$ cat src/sv/assert_macros.svh
// Assertion macros shared by the RTL files
`ifndef ASSERT_MACROS_SVH
`define ASSERT_MACROS_SVH
`ifndef SYNTHESIS
`define ASSERT_IMPL(label, ante, cons) \
	label: assert property (@(posedge clk) disable iff (!arst_n) (ante) |-> (cons)) \
	else $error("assertion failed");
`define ASSERT_NEXT(label, ante, cons) \
	label: assert property (@(posedge clk) disable iff (!arst_n) (ante) |=> (cons)) \
	else $error("assertion failed");
`else
`define ASSERT_IMPL(label, ante, cons)
`define ASSERT_NEXT(label, ante, cons)
`endif
`endif

$ cat src/sv/ccr_pkg.sv
`default_nettype none
package ccr_pkg;
	localparam int MaxColumns = 64;
	localparam int MaxRows    = 64;
	localparam int ColW  = $clog2(MaxColumns);
	localparam int RowW  = $clog2(MaxRows);
	localparam int AddrW = ColW + RowW;
	localparam logic [7:0] SpaceChar = 8'd32;

	localparam logic [2:0] OP_CLEAR = 3'd0;
	localparam logic [2:0] OP_POINT = 3'd1;
	localparam logic [2:0] OP_LINE  = 3'd2;
	localparam logic [2:0] OP_RECT  = 3'd3;
	localparam logic [2:0] OP_FILL  = 3'd4;
	localparam logic [2:0] OP_DISK  = 3'd5;
	localparam logic [2:0] OP_READ  = 3'd6;

	// controller to datapath
	typedef struct packed {
		logic load;      // capture item and set up
		logic scan_init; // sweep starts at (0,0)
		logic scan_step; // sweep advances, writes when selected
		logic line_step; // Bresenham step, writes when inside
		logic point_wr;  // single-cell write
		logic rd_issue;  // memory read
		logic res_load;  // capture result
		logic wipe_step; // reset clearing pass
	} ccr_cmd_t;

	// datapath to controller
	typedef struct packed {
		logic scan_last;
		logic line_last;
		logic wipe_last;
	} ccr_sts_t;
endpackage
`default_nettype wire

$ cat src/sv/ccr_ctrl.sv
`default_nettype none
`include "assert_macros.svh"
module ccr_ctrl import ccr_pkg::*; (
	input  wire logic       clk,
	input  wire logic       arst_n,
	input  wire logic       in_go,
	input  wire logic [2:0] operation,
	input  wire logic       out_taken,
	input  wire ccr_sts_t   sts,
	output ccr_cmd_t        cmd,
	output logic            in_ready,
	output logic            out_valid
);
	typedef enum logic [6:0] {
		S_WIPE = 7'b0000001,
		S_IDLE = 7'b0000010,
		S_SCAN = 7'b0000100,
		S_LINE = 7'b0001000,
		S_ONE  = 7'b0010000,
		S_RES  = 7'b0100000,
		S_OUT  = 7'b1000000
	} state_t;
	state_t state_q, next_c;
	logic [2:0] op_q;

	// next state and commands
	always_comb begin
		next_c = state_q;
		cmd = '0;
		case (state_q)
			S_WIPE: begin
				cmd.wipe_step = 1'b1;
				if (sts.wipe_last) next_c = S_IDLE;
			end
			S_IDLE: begin
				if (in_go) begin
					cmd.load = 1'b1;
					cmd.scan_init = 1'b1;
					case (operation)
						OP_CLEAR, OP_RECT, OP_FILL, OP_DISK: next_c = S_SCAN;
						OP_LINE: next_c = S_LINE;
						default: next_c = S_ONE;
					endcase
				end
			end
			S_SCAN: begin
				cmd.scan_step = 1'b1;
				if (sts.scan_last) next_c = S_ONE;
			end
			S_LINE: begin
				cmd.line_step = 1'b1;
				if (sts.line_last) next_c = S_ONE;
			end
			S_ONE: begin
				cmd.rd_issue = 1'b1;
				cmd.point_wr = op_q == OP_POINT;
				next_c = S_RES;
			end
			S_RES: begin
				cmd.res_load = 1'b1;
				next_c = S_OUT;
			end
			S_OUT: begin
				if (out_taken) next_c = S_IDLE;
			end
			default: next_c = S_IDLE;
		endcase
	end

	assign in_ready  = state_q == S_IDLE;
	assign out_valid = state_q == S_OUT;

	always_ff @(posedge clk or negedge arst_n) begin
		if (!arst_n) begin
			state_q <= S_WIPE;
			op_q    <= OP_CLEAR;
		end else begin
			state_q <= next_c;
			if (cmd.load) op_q <= operation;
		end
	end

	`ASSERT_IMPL(a_onehot, 1'b1, $onehot(state_q))
	`ASSERT_NEXT(a_res_out, state_q == S_RES, out_valid)
	`ASSERT_IMPL(a_no_in, out_valid, !in_ready)
endmodule
`default_nettype wire

$ cat config.mk
export PLATFORM = sky130hd
export DESIGN_NAME = ccr_ctrl
export DESIGN_NICKNAME = d
export VERILOG_FILES = /design/src/sv/ccr_pkg.sv /design/src/sv/ccr_ctrl.sv
export VERILOG_INCLUDE_DIRS = /design/src /design/src/sv
export SDC_FILE = /design/constraint.sdc
export NUM_CORES = 1
export LEC_CHECK = 0
export BUFFER_PORTS_ARGS = -buffer_cell sky130_fd_sc_hd__buf_2
export CAP_MARGIN = 20
export CORE_MARGIN = 10
export CORE_UTILIZATION = 45
export CTS_CLUSTER_DIAMETER = 80
export DETAILED_ROUTE_END_ITERATION = 10
export PLACE_DENSITY_LB_ADDON = 0.2
export SETUP_SLACK_MARGIN = 0.4
export SLEW_MARGIN = 20
export SYNTH_ARGS = -nofsm -noshare
export SYNTH_HDL_FRONTEND = slang
export SYNTH_SLANG_ARGS = --single-unit
$ cat constraint.sdc
create_clock -name clk -period 2.2 [get_ports clk]
set_input_delay 0.33 -clock clk [delete_from_list [all_inputs] [get_ports clk]]
set_output_delay 0.33 -clock clk [all_outputs]
set_load 0.05 [all_outputs]
After elaboration in Yosys (flattened, before gate mapping) --
Index checks and enable logic that the tools add are counted.
Cells by class: $add $sub $neg 0, reduce and logical (&&, ||, !) cells 3, div/mod/pow operators 0, bitwise gates (word level) 0, multipliers 0, shift-type cells 0, eq/ne operators 17, multiplexer cells 14, order comparisons 0
Operator list (number):
- case mux 7 bit (7 select lines) | 1
- 2-to-1 mux 7 bit | 5
- != test 2 bit, second input constant | 5
- case mux 5 bit (2 select lines) | 1
- == test 7 x 1 -> 1 bit, second input constant | 1
- == test 7 x 2 -> 1 bit, second input constant | 1
- == test 7 x 3 -> 1 bit, second input constant | 1
- == test 7 x 4 -> 1 bit, second input constant | 1
- == test 7 x 5 -> 1 bit, second input constant | 1
- == test 7 x 6 -> 1 bit, second input constant | 1
- == test 7 bit, second input constant | 1
- == test 3 x 2 -> 1 bit, second input constant | 2
- == test 3 bit, second input constant | 2
- 2-to-1 mux 2 bit | 3
- AND reduction 5 bit | 1
- 2-to-1 mux 1 bit | 4
- OR reduction 4 bit | 1
- == test 3 x 1 -> 1 bit, second input constant | 1
- logical NOT 3 bit | 1
Storage, ports and cells: register bits 10, latch bits 0, bits in writable memories 0, output and inout port bits 10, memories kept 0, bits in read-only memories 0, logic and storage cells 36, input port bits 10

Longest topological paths before layout --
Gate-level depths: netlist (run 1).
depth in word-level cells 5, gate-level depth with buffers 5, gate-level depth less buffers 5

Least setup slack after synthesis (run 1) --
OpenSTA, ideal clock, no wires.
path kind flip-flop to output port, start point register state_q[1], end point output port cmd[3] (netlist name), buffers on the path 0, required time 1870 ps, data arrival time 2423 ps, cell stages (with the launch flop) 5, slack -553 ps, cell sequence dfrtp_1 -> or3_1 -> or3_4 -> nor3b_2 -> and3_1
RTL lines:
- start, declared | line ccr_ctrl.sv:23 | state_t state_q, next_c;
- start signal, assigned | line ccr_ctrl.sv:78 | state_q <= next_c;
- end, declared | line ccr_ctrl.sv:10 | output ccr_cmd_t cmd,

==> impl_metrics.ini, run 1 <==
[pwr]
leakage_nw = 0.513
vdd_drop_max_uv = 1230
pwr_density_cell_nw_per_um2 = 1440

[global_routing]
grt_pass1_wl_um = 2850
grt_start_max_net_pins = 11
grt_usage = 0.106
grt_pass1_vias = 641
antenna_found_initial = 0
grt-ovfl-total = 0

[die]
dieWidth_um = 56.9
top_level_ports = 20
die_h_um = 56.9
die_area_sq_um = 3230
core_area_sq_um = 1280
initial_core_util = 0.476
core.rowCount = 13

[logic_synthesis]
async_flop_share = 1.00
synth_area_per_cell_sq_um = 10.0
syn_nets = 71
ys_ff_latch = 10
syn-cell-area_sq_um = 612
synth_edf_count = 0
synthDistinctLibCells = 30
postSynthCellCount = 61
synth_ff_type = dfrtp_1
yosysSeqAreaShare = 0.411
yosysWarningCount = 0

[worst_setup_path]
cpLargestDelayFamily = simple AND/OR/NAND/NOR gates
endpoint = cmd[3]
start_kind = flip-flop
critical_path_buf_inv_count = 1
ff2ff_setup_slack_ns = 0.19
setup.worst_path.start = state_q[1]$_DFFE_PN0P_
cp-end-kind = output pin
cp.depth = 5
crit_path_max_incr_delay_ns = 0.39
crit_type = flip-flop to output pin
rr_startpoint = state_q[5]$_DFFE_PN0P_
crit_required_ns = 1.87
slowest_stage = or3_4
critPathArrivalTime_ns = 1.95
rr_endpoint = state_q[3]$_DFFE_PN0P_
crit_top_cell = or3_4
cp_cell_sequence = or3_4 -> or3_4 -> nor3b_4 -> and3_4 -> buf_8
cp_max_fo = 4
rr_worst_depth = 7

[drt]
vias_per_cell = 5.46
final_antenna_net_count = 0
wl_per_cell_um = 17.5
first_iter_violations = 18
drc = 0
routed_wl_um = 2090
drt-pass1-iter-count = 4
num_vias = 650

[finish]
layout-drive-gt1-share = 0.654
area_growth_pct = 84.5
nets = 115
antennaDiodeCount = 0
fin_area_sq_um = 1130

[clocking]
h-tree-depth = 1
cts_tree = built
cts_buffers = 3
root_buffer = clkbuf_4
clock_path_buffers = 2
cts_num_sinks = 10
clock_insertion_delay_worst_skew_ns = 0.27
clkTransAtPathRegs_ns = 0.07

[placement]
dp_hpwl_um = 1130
placed_area_sq_um = 808
place.port_buffers = 19
gp_congestion = 0.756
pre_cts_ws_ns = 0.131

[sta]
final-setup-viol-count = 6
hold_viol_final = 0
setup_ws_ns = -0.0844
relSlewSlack = 0.703
maxSlewViolCount = 0
finalCritPeriodShare = 1.04
worst_pin_slew_ns = 0.445
fin_skew_ns = 0.00211
timing.fmax_mhz = 438
rsz0062_at_grt = true
period_minus_slack_ns = 2.28

[run_status]
status = complete, but fails checks
violations = negative setup slack

[flow_run]
max_cap_violations = 0

[hold_path]
worstHoldPathType = input pin to flip-flop
## synth_stat cells, types with 2 or more instances
cell type | instances | area share
nor3_1 | 2 | 0.016
nor3b_1 | 6 | 0.074
dfrtp_1 | 9 | 0.37
nor2_1 | 5 | 0.031
o22ai_1 | 2 | 0.020
nand2_1 | 3 | 0.018
mux2_2 | 3 | 0.055
or3_1 | 2 | 0.020
xnor2_1 | 2 | 0.029
nor3b_2 | 2 | 0.041
a21oi_1 | 2 | 0.016
nand2b_1 | 2 | 0.020
inv_1 | 4 | 0.025
## area by class of cell
type / count / area (sq um)
fillers: 58 / 156
inverters: 5 / 23.8
flip-flops and latches: 10 / 253
well taps: 15 / 18.8
multi-input cells: 45 / 450
repair buffers: 40 / 357
clock buffers: 4 / 26.3
## what timing repair did
item                                    in CTS  in global routing
endpoints found under the setup margin      10                 16
cloned                                       0                  0
hold buffers                                 1                  0
pin swaps                                    7                  8
resized for setup                           30                 13
setup buffers                                8                  7
endpoints found under the hold margin        9                  0
## cell families after synthesis
group,count (synthesis),synth area share
AO/OA/AOI/OAI,11,0.139
XOR/XNOR,2,0.0286
multiplexers,3,0.0552
flip-flops,10,0.411
buffers and inverters,6,0.0450
AND/OR/NAND/NOR,29,0.321
## where the power goes
part / switching (mW) / internal [mW] / total (mW)
registers: 0.0385 / 0.244 / 0.283
logic: 0.578 / 0.625 / 1.20
clock network: 0.0681 / 0.0702 / 0.138
## sequential cells by signal, summed over array words and instances (netlist names)
name	cells
op_q	3
state_q	7
## through the flow
stage / hold WS [ns] / power (mW) / TNS [ns] / util / instances
after floorplan: 0.0344 / 0.859 / -0.325 / - / 61
final: 0.217 / 1.62 / -0.240 / 0.878 / 119
after CTS: 0.208 / 1.38 / -0.0521 / 0.785 / 112
after global placement: 0.198 / 0.985 / 0 / 0.629 / 99
after detailed placement: 0.197 / 0.992 / 0 / 0.629 / 99
after global routing: 0.219 / 1.70 / -0.537 / 0.878 / 119
## routing by layer
| metal | GRT usage | vias up | routed length [um] |
|---|---|---|---|
| li1 | - | 303 | - |
| met1 | 0.122 | 329 | 812 |
| met2 | 0.176 | 14 | 1140 |
| met3 | 0.0337 | 4 | 95 |
| met4 | 0.0403 | 0 | 37 |
| met5 | 0 | - | 0 |
## how the worst min path moves through the flow
stage | slack, ns | from | cells past startpoint | to
after global routing | 0.22 | sts[0] | 2 | state_q[0]$_DFFE_PN1P_
after CTS | 0.21 | sts[0] | 2 | state_q[0]$_DFFE_PN1P_
after floorplan | 0.03 | arst_n | 0 | op_q[0]$_DFFE_PN0P_
final | 0.22 | sts[0] | 2 | state_q[0]$_DFFE_PN1P_
after global placement | 0.20 | arst_n | 1 | op_q[1]$_DFFE_PN0P_
after detailed placement | 0.20 | arst_n | 1 | op_q[0]$_DFFE_PN0P_
## cells in the final DEF (no fill, tap or decap), types with 2 or more instances in the layout
master,instances
nor2_4,3
nand2_1,3
xnor2_1,2
dfrtp_1,8
clkbuf_4,3
buf_8,6
mux2_4,3
nor3b_1,4
or3_4,3
nor3b_4,3
nand2b_1,2
nor3_2,2
buf_4,14
a21oi_1,2
nor2_1,3
inv_1,4
buf_2,10
buf_6,9
(Power assumes the default switching activity.)
==> run 2: changes to the inputs <==
- SETUP_SLACK_MARGIN: 0.4 -> unset
==> run 2 against run 1 <==
Compared with the run above:
- the flow still finishes with violations (negative setup slack)
- wire length is 26% lower
- hold slack worse by 0.025 ns
- total power is 24% lower
- global-route usage is 0.79 points lower
- die area stayed put
- register-to-register slack better by 0.21 ns
- design area is 18% lower
- count of clock-buffer cells in the layout stayed put
==> impl_metrics.ini, run 2 (synthesized netlist as in run 1, its figures left out) <==
[run_status]
status = complete, but fails checks
violations = negative setup slack

[drt]
routed_wl_um = 1550
drc = 0
final_antenna_net_count = 0
vias_per_cell = 5.36
wl_per_cell_um = 14.5
first_iter_violations = 5
drt-pass1-iter-count = 3
num_vias = 573

[finish]
most-common-layout-cells = 10 x buf_2, 9 x dfrtp_1, 9 x buf_4, 6 x buf_6
nFillCells = 103
layout-drive-gt1-share = 0.533
fin_area_sq_um = 922
mostFrequentLayoutCell = buf_2
nets = 103
final_core_util = 0.718
area_growth_pct = 50.7
largest_register_ffs = 7
antennaDiodeCount = 0
largest-register = state_q
top_regs = state_q: 7 flops, op_q: 3 flops

[pwr]
p_sw_mw = 0.536
seqPwrFrac = 0.221
power.total_mw = 1.23
p_int_mw = 0.696
p_comb_frac = 0.642
swShare = 0.435
clockPowerShare = 0.137
vdd_drop_max_uv = 919
pwr_density_cell_nw_per_um2 = 1340
leakage_nw = 0.427

[worst_setup_path]
critPathArrivalTime_ns = 1.96
crit_required_ns = 1.87
crit_path_max_incr_delay_ns = 0.37
critical_path_buf_inv_count = 1
slowest_stage = dfrtp_1
cp_cell_sequence = or3_1 -> or3_4 -> nor3b_4 -> and3_4 -> buf_8
cpLargestDelayFamily = simple AND/OR/NAND/NOR gates
cp-end-kind = output pin
crit_type = flip-flop to output pin
start_kind = flip-flop
cp_max_fo = 4

[sta]
maxSlewViolCount = 0
worst_pin_slew_ns = 0.269
hold_viol_final = 0
whs_ns = 0.192
period_minus_slack_ns = 2.29
setup_ws_ns = -0.0920
timing.fmax_mhz = 436
final-setup-viol-count = 2
relSlewSlack = 0.820
rsz0062_at_grt = true
finalCritPeriodShare = 1.04
fin_skew_ns = 0.00434

[placement]
placed_area_sq_um = 781
place.port_buffers = 19
dp_hpwl_um = 1210
gp_congestion = 0.772
pre_cts_ws_ns = 0.128

[clocking]
clkTransAtPathRegs_ns = 0.07
root_buffer = clkbuf_4
cts_num_sinks = 10
h-tree-depth = 1
clock_path_buffers = 2
clock_insertion_delay_worst_skew_ns = 0.27
cts_tree = built
cts_buffers = 3

[global_routing]
grt-ovfl-total = 0
grt_use_met3 = 0.0404
grt_use_met1 = 0.113
grt_usage = 0.0976
antenna_found_initial = 0
top_usage_layer = met2
use_met2 = 0.163
grt_pass1_wl_um = 2700
grt_pass1_vias = 604
grt_start_max_net_pins = 11

[die]
die_h_um = 56.9
core_area_sq_um = 1280
dieWidth_um = 56.9
initial_core_util = 0.476
core.rowCount = 13
top_level_ports = 20
die_area_sq_um = 3230

[hold_path]
worstHoldPathType = input pin to flip-flop

[flow_run]
max_cap_violations = 0
-- run 2: cell types whose count changed in the layout (fill, tap and decap cells not counted), sizes merged --
cell	previous run	this run
buf	39	27
-- run 2: timing repair --
action,4_1_cts,5_1_grt
endpoints found under the hold margin,9,0
resized for setup,9,17
pin swaps,0,2
hold buffers,1,0
gates cloned,0,0
buffers inserted,1,2
endpoints found under the setup margin,7,9
-- run 2: cell type report --
| type | instances | area, sq um | share of cell area |
|---|---|---|---|
| Sequential cell | 10 | 251 | 0.273 |
| Tap cell | 15 | 18.8 | 0.0204 |
| Inverter | 5 | 23.8 | 0.0258 |
| Clock buffer | 4 | 36.3 | 0.0393 |
| Timing Repair Buffer | 28 | 225 | 0.244 |
| Multi-Input combinational cell | 45 | 367 | 0.398 |
-- run 2: worst register-to-register path, delay by kind of cell (launching register included) --
kind	cells	cell delay [ns]
simple gates	3	0.74
flops	1	0.39
mux	1	0.32
buf+inv	2	0.24
-- run 2: power by group through the flow --
stage / logic, mW / registers [mW] / clock network, mW
floorplan: 0.510 / 0.294 / 0
global placement: 0.669 / 0.282 / 0
detailed placement: 0.675 / 0.284 / 0
CTS: 0.717 / 0.272 / 0.171
global route: 0.859 / 0.280 / 0.183
finish: 0.790 / 0.273 / 0.169
-- run 2: worst paths after layout --
| path | from | to | slack [ns] | depth (start not counted) |
|---|---|---|---|---|
| worst max-delay path | state_q[1]$_DFFE_PN0P_ | cmd[3] | -0.09 | 5 |
| worst min-delay path | sts[0] | state_q[0]$_DFFE_PN1P_ | 0.19 | 2 |
| worst max register to register | state_q[0]$_DFFE_PN1P_ | op_q[0]$_DFFE_PN0P_ | 0.40 | 6 |
| worst min register to register | op_q[2]$_DFFE_PN0P_ | op_q[2]$_DFFE_PN0P_ | 0.51 | 1 |
| max in group asynchronous | arst_n | state_q[0]$_DFFE_PN1P_ | 1.49 | 2 |
| min in group asynchronous | arst_n | state_q[2]$_DFFE_PN0P_ | 0.45 | 2 |
-- run 2: per-layer routing --
metal	vias to the layer above	wire (um)
li1	280	-
met1	276	659
met2	15	775
met3	2	105
met4	0	6
met5	-	0
-- run 2: metrics by stage --
step / std cells / TNS [ns]
floorplan: 61 / -0.341
global placement: 99 / 0
detailed placement: 99 / 0
CTS: 105 / -0.0676
global route: 107 / -0.379
finish: 107 / -0.120
==> run 3: changes to the inputs <==
- BUFFER_PORTS_ARGS: -buffer_cell sky130_fd_sc_hd__buf_2 -> -buffer_cell sky130_fd_sc_hd__clkbuf_2
==> run 3 against run 2 <==
Compared with the run above:
- the flow still finishes with violations (negative setup slack)
- design area decreased by 2.2%
- flip-flop and latch count unchanged
- utilization decreased by 1.6 points
- total power decreased by 3.8%
- worst setup slack improved by 0.021 ns
- sequential power about the same
- maximum frequency increased by 0.94%
- critical path depth unchanged
- critical path type unchanged
- critical endpoint unchanged
- largest power group unchanged
==> impl_metrics.ini, run 3 (synthesized netlist as in run 1, its figures left out) <==
[die]
initial_core_util = 0.476
core_area_sq_um = 1280
die_area_sq_um = 3230
die_h_um = 56.9
dieWidth_um = 56.9
top_level_ports = 20
core.rowCount = 13

[placement]
gp_congestion = 0.770
placed_area_sq_um = 781
dp_hpwl_um = 1280
place.port_buffers = 19

[sta]
relSlewSlack = 0.813
finalCritPeriodShare = 1.03
hold_viol_final = 0
maxSlewViolCount = 0
fin_skew_ns = 0.00490
setup_ws_ns = -0.0706
timing.fmax_mhz = 440
final-setup-viol-count = 1
rsz0062_at_grt = true
period_minus_slack_ns = 2.27
tns_ns = -0.0706
worst_pin_slew_ns = 0.280

[global_routing]
grt_usage = 0.103
grt_start_max_net_pins = 11
antenna_found_initial = 0
grt-ovfl-total = 0
grt_pass1_vias = 628
grt_pass1_wl_um = 2770

[worst_setup_path]
rr_endpoint = op_q[1]$_DFFE_PN0P_
slowest_stage = or3_1
cp_max_fo = 4
critPathArrivalTime_ns = 1.94
crit_path_max_incr_delay_ns = 0.38
rr_worst_depth = 6
rr_startpoint = state_q[0]$_DFFE_PN1P_
cp_cell_sequence = or3_1 -> or3_4 -> nor3b_4 -> and3_4 -> clkbuf_16
start_kind = flip-flop
cp-end-kind = output pin
crit_required_ns = 1.87
ff2ff_setup_slack_ns = 0.38
crit_type = flip-flop to output pin

[drt]
drt-pass1-iter-count = 3
final_antenna_net_count = 0
vias_per_cell = 5.34
routed_wl_um = 1610
drc = 0
first_iter_violations = 10
wl_per_cell_um = 15.4
num_vias = 561

[clocking]
h-tree-depth = 1
clkTransAtPathRegs_ns = 0.06
cts_tree = built
clock_path_buffers = 2
clock_insertion_delay_worst_skew_ns = 0.26
cts_buffers = 3
root_buffer = clkbuf_4
cts_num_sinks = 10

[hold_path]
min_path_cells = 2
worstHoldPathType = input pin to flip-flop
hold_end = state_q[0]$_DFFE_PN1P_
min_from = sts[0]

[finish]
antennaDiodeCount = 0
nets = 101
mostFrequentLayoutCell = clkbuf_2
top_regs = state_q: 7 flops, op_q: 3 flops
fin_area_sq_um = 902
largest-register = state_q
most-common-layout-cells = 10 x clkbuf_2, 8 x dfrtp_1, 8 x buf_4, 5 x nor2_1
layout-drive-gt1-share = 0.511
largest_register_ffs = 7
area_growth_pct = 47.4

[pwr]
vdd_drop_max_uv = 810
seqPwrFrac = 0.232
leakage_nw = 0.414
swShare = 0.451
p_int_mw = 0.651
p_sw_mw = 0.535
power.total_mw = 1.19
clockPowerShare = 0.114
pwr_density_cell_nw_per_um2 = 1310
p_comb_frac = 0.654

[run_status]
violations = negative setup slack
status = complete, but fails checks

[flow_run]
max_cap_violations = 0
## run 3: area by class of cell
class | count | area (sq um)
clock buffers | 4 | 26.3
well taps | 15 | 18.8
fillers | 109 | 383
inverters | 5 | 23.8
repair buffers | 26 | 216
flip-flops and latches | 10 | 253
multi-input cells | 45 | 364
## run 3: stage by stage
step	util	cells	hold WS [ns]	setup slack, ns
floorplan	-	61	0.0344	-0.184
global placement	0.608	99	0.211	0.129
detailed placement	0.608	99	0.216	0.116
CTS	0.686	105	0.202	-0.0722
global route	0.702	105	0.212	-0.157
finish	0.702	105	0.204	-0.0706
## run 3: worst max-delay path by stage
| stage | slack [ns] | end | depth (start not counted) | start |
|---|---|---|---|---|
| finish | -0.07 | cmd[3] | 5 | state_q[1]$_DFFE_PN0P_ |
| global route | -0.16 | cmd[3] | 5 | state_q[1]$_DFFE_PN0P_ |
| CTS | -0.07 | cmd[3] | 5 | state_q[1]$_DFFE_PN0P_ |
| detailed placement | 0.12 | cmd[3] | 5 | state_q[1]$_DFFE_PN0P_ |
| global placement | 0.13 | cmd[3] | 5 | state_q[1]$_DFFE_PN0P_ |
| floorplan | -0.18 | cmd[3] | 4 | state_q[3]$_DFFE_PN0P_ |
## run 3: what timing repair did
action | in CTS | in global routing
setup endpoints to repair | 7 | 9
hold buffers | 1 | 0
buffers inserted | 1 | 0
hold endpoints to repair | 9 | 0
resized for setup | 14 | 12
## run 3: power by group through the flow
stage                     clock network [mW]  registers (mW)  logic, mW
after global placement                     0           0.282      0.669
after global routing                   0.146           0.281      0.834
after floorplan                            0           0.294      0.510
after detailed placement                   0           0.286      0.681
final                                  0.135           0.275      0.776
after CTS                              0.138           0.275      0.753
## run 3: metal layers
metal / vias up / wire length, um / global-route usage
li1: 278 / - / -
met1: 265 / 649 / 0.103
met2: 16 / 836 / 0.190
met3: 2 / 121 / 0.0449
met4: 0 / 6 / 0.0201
met5: - / 0 / 0
## run 3: critical path: cells and delay by family (launching register included)
family | cells | cell delay [ns]
AND/OR/NAND/NOR | 4 | 1.16
buffers and inverters | 1 | 0.15
flip-flops | 1 | 0.37
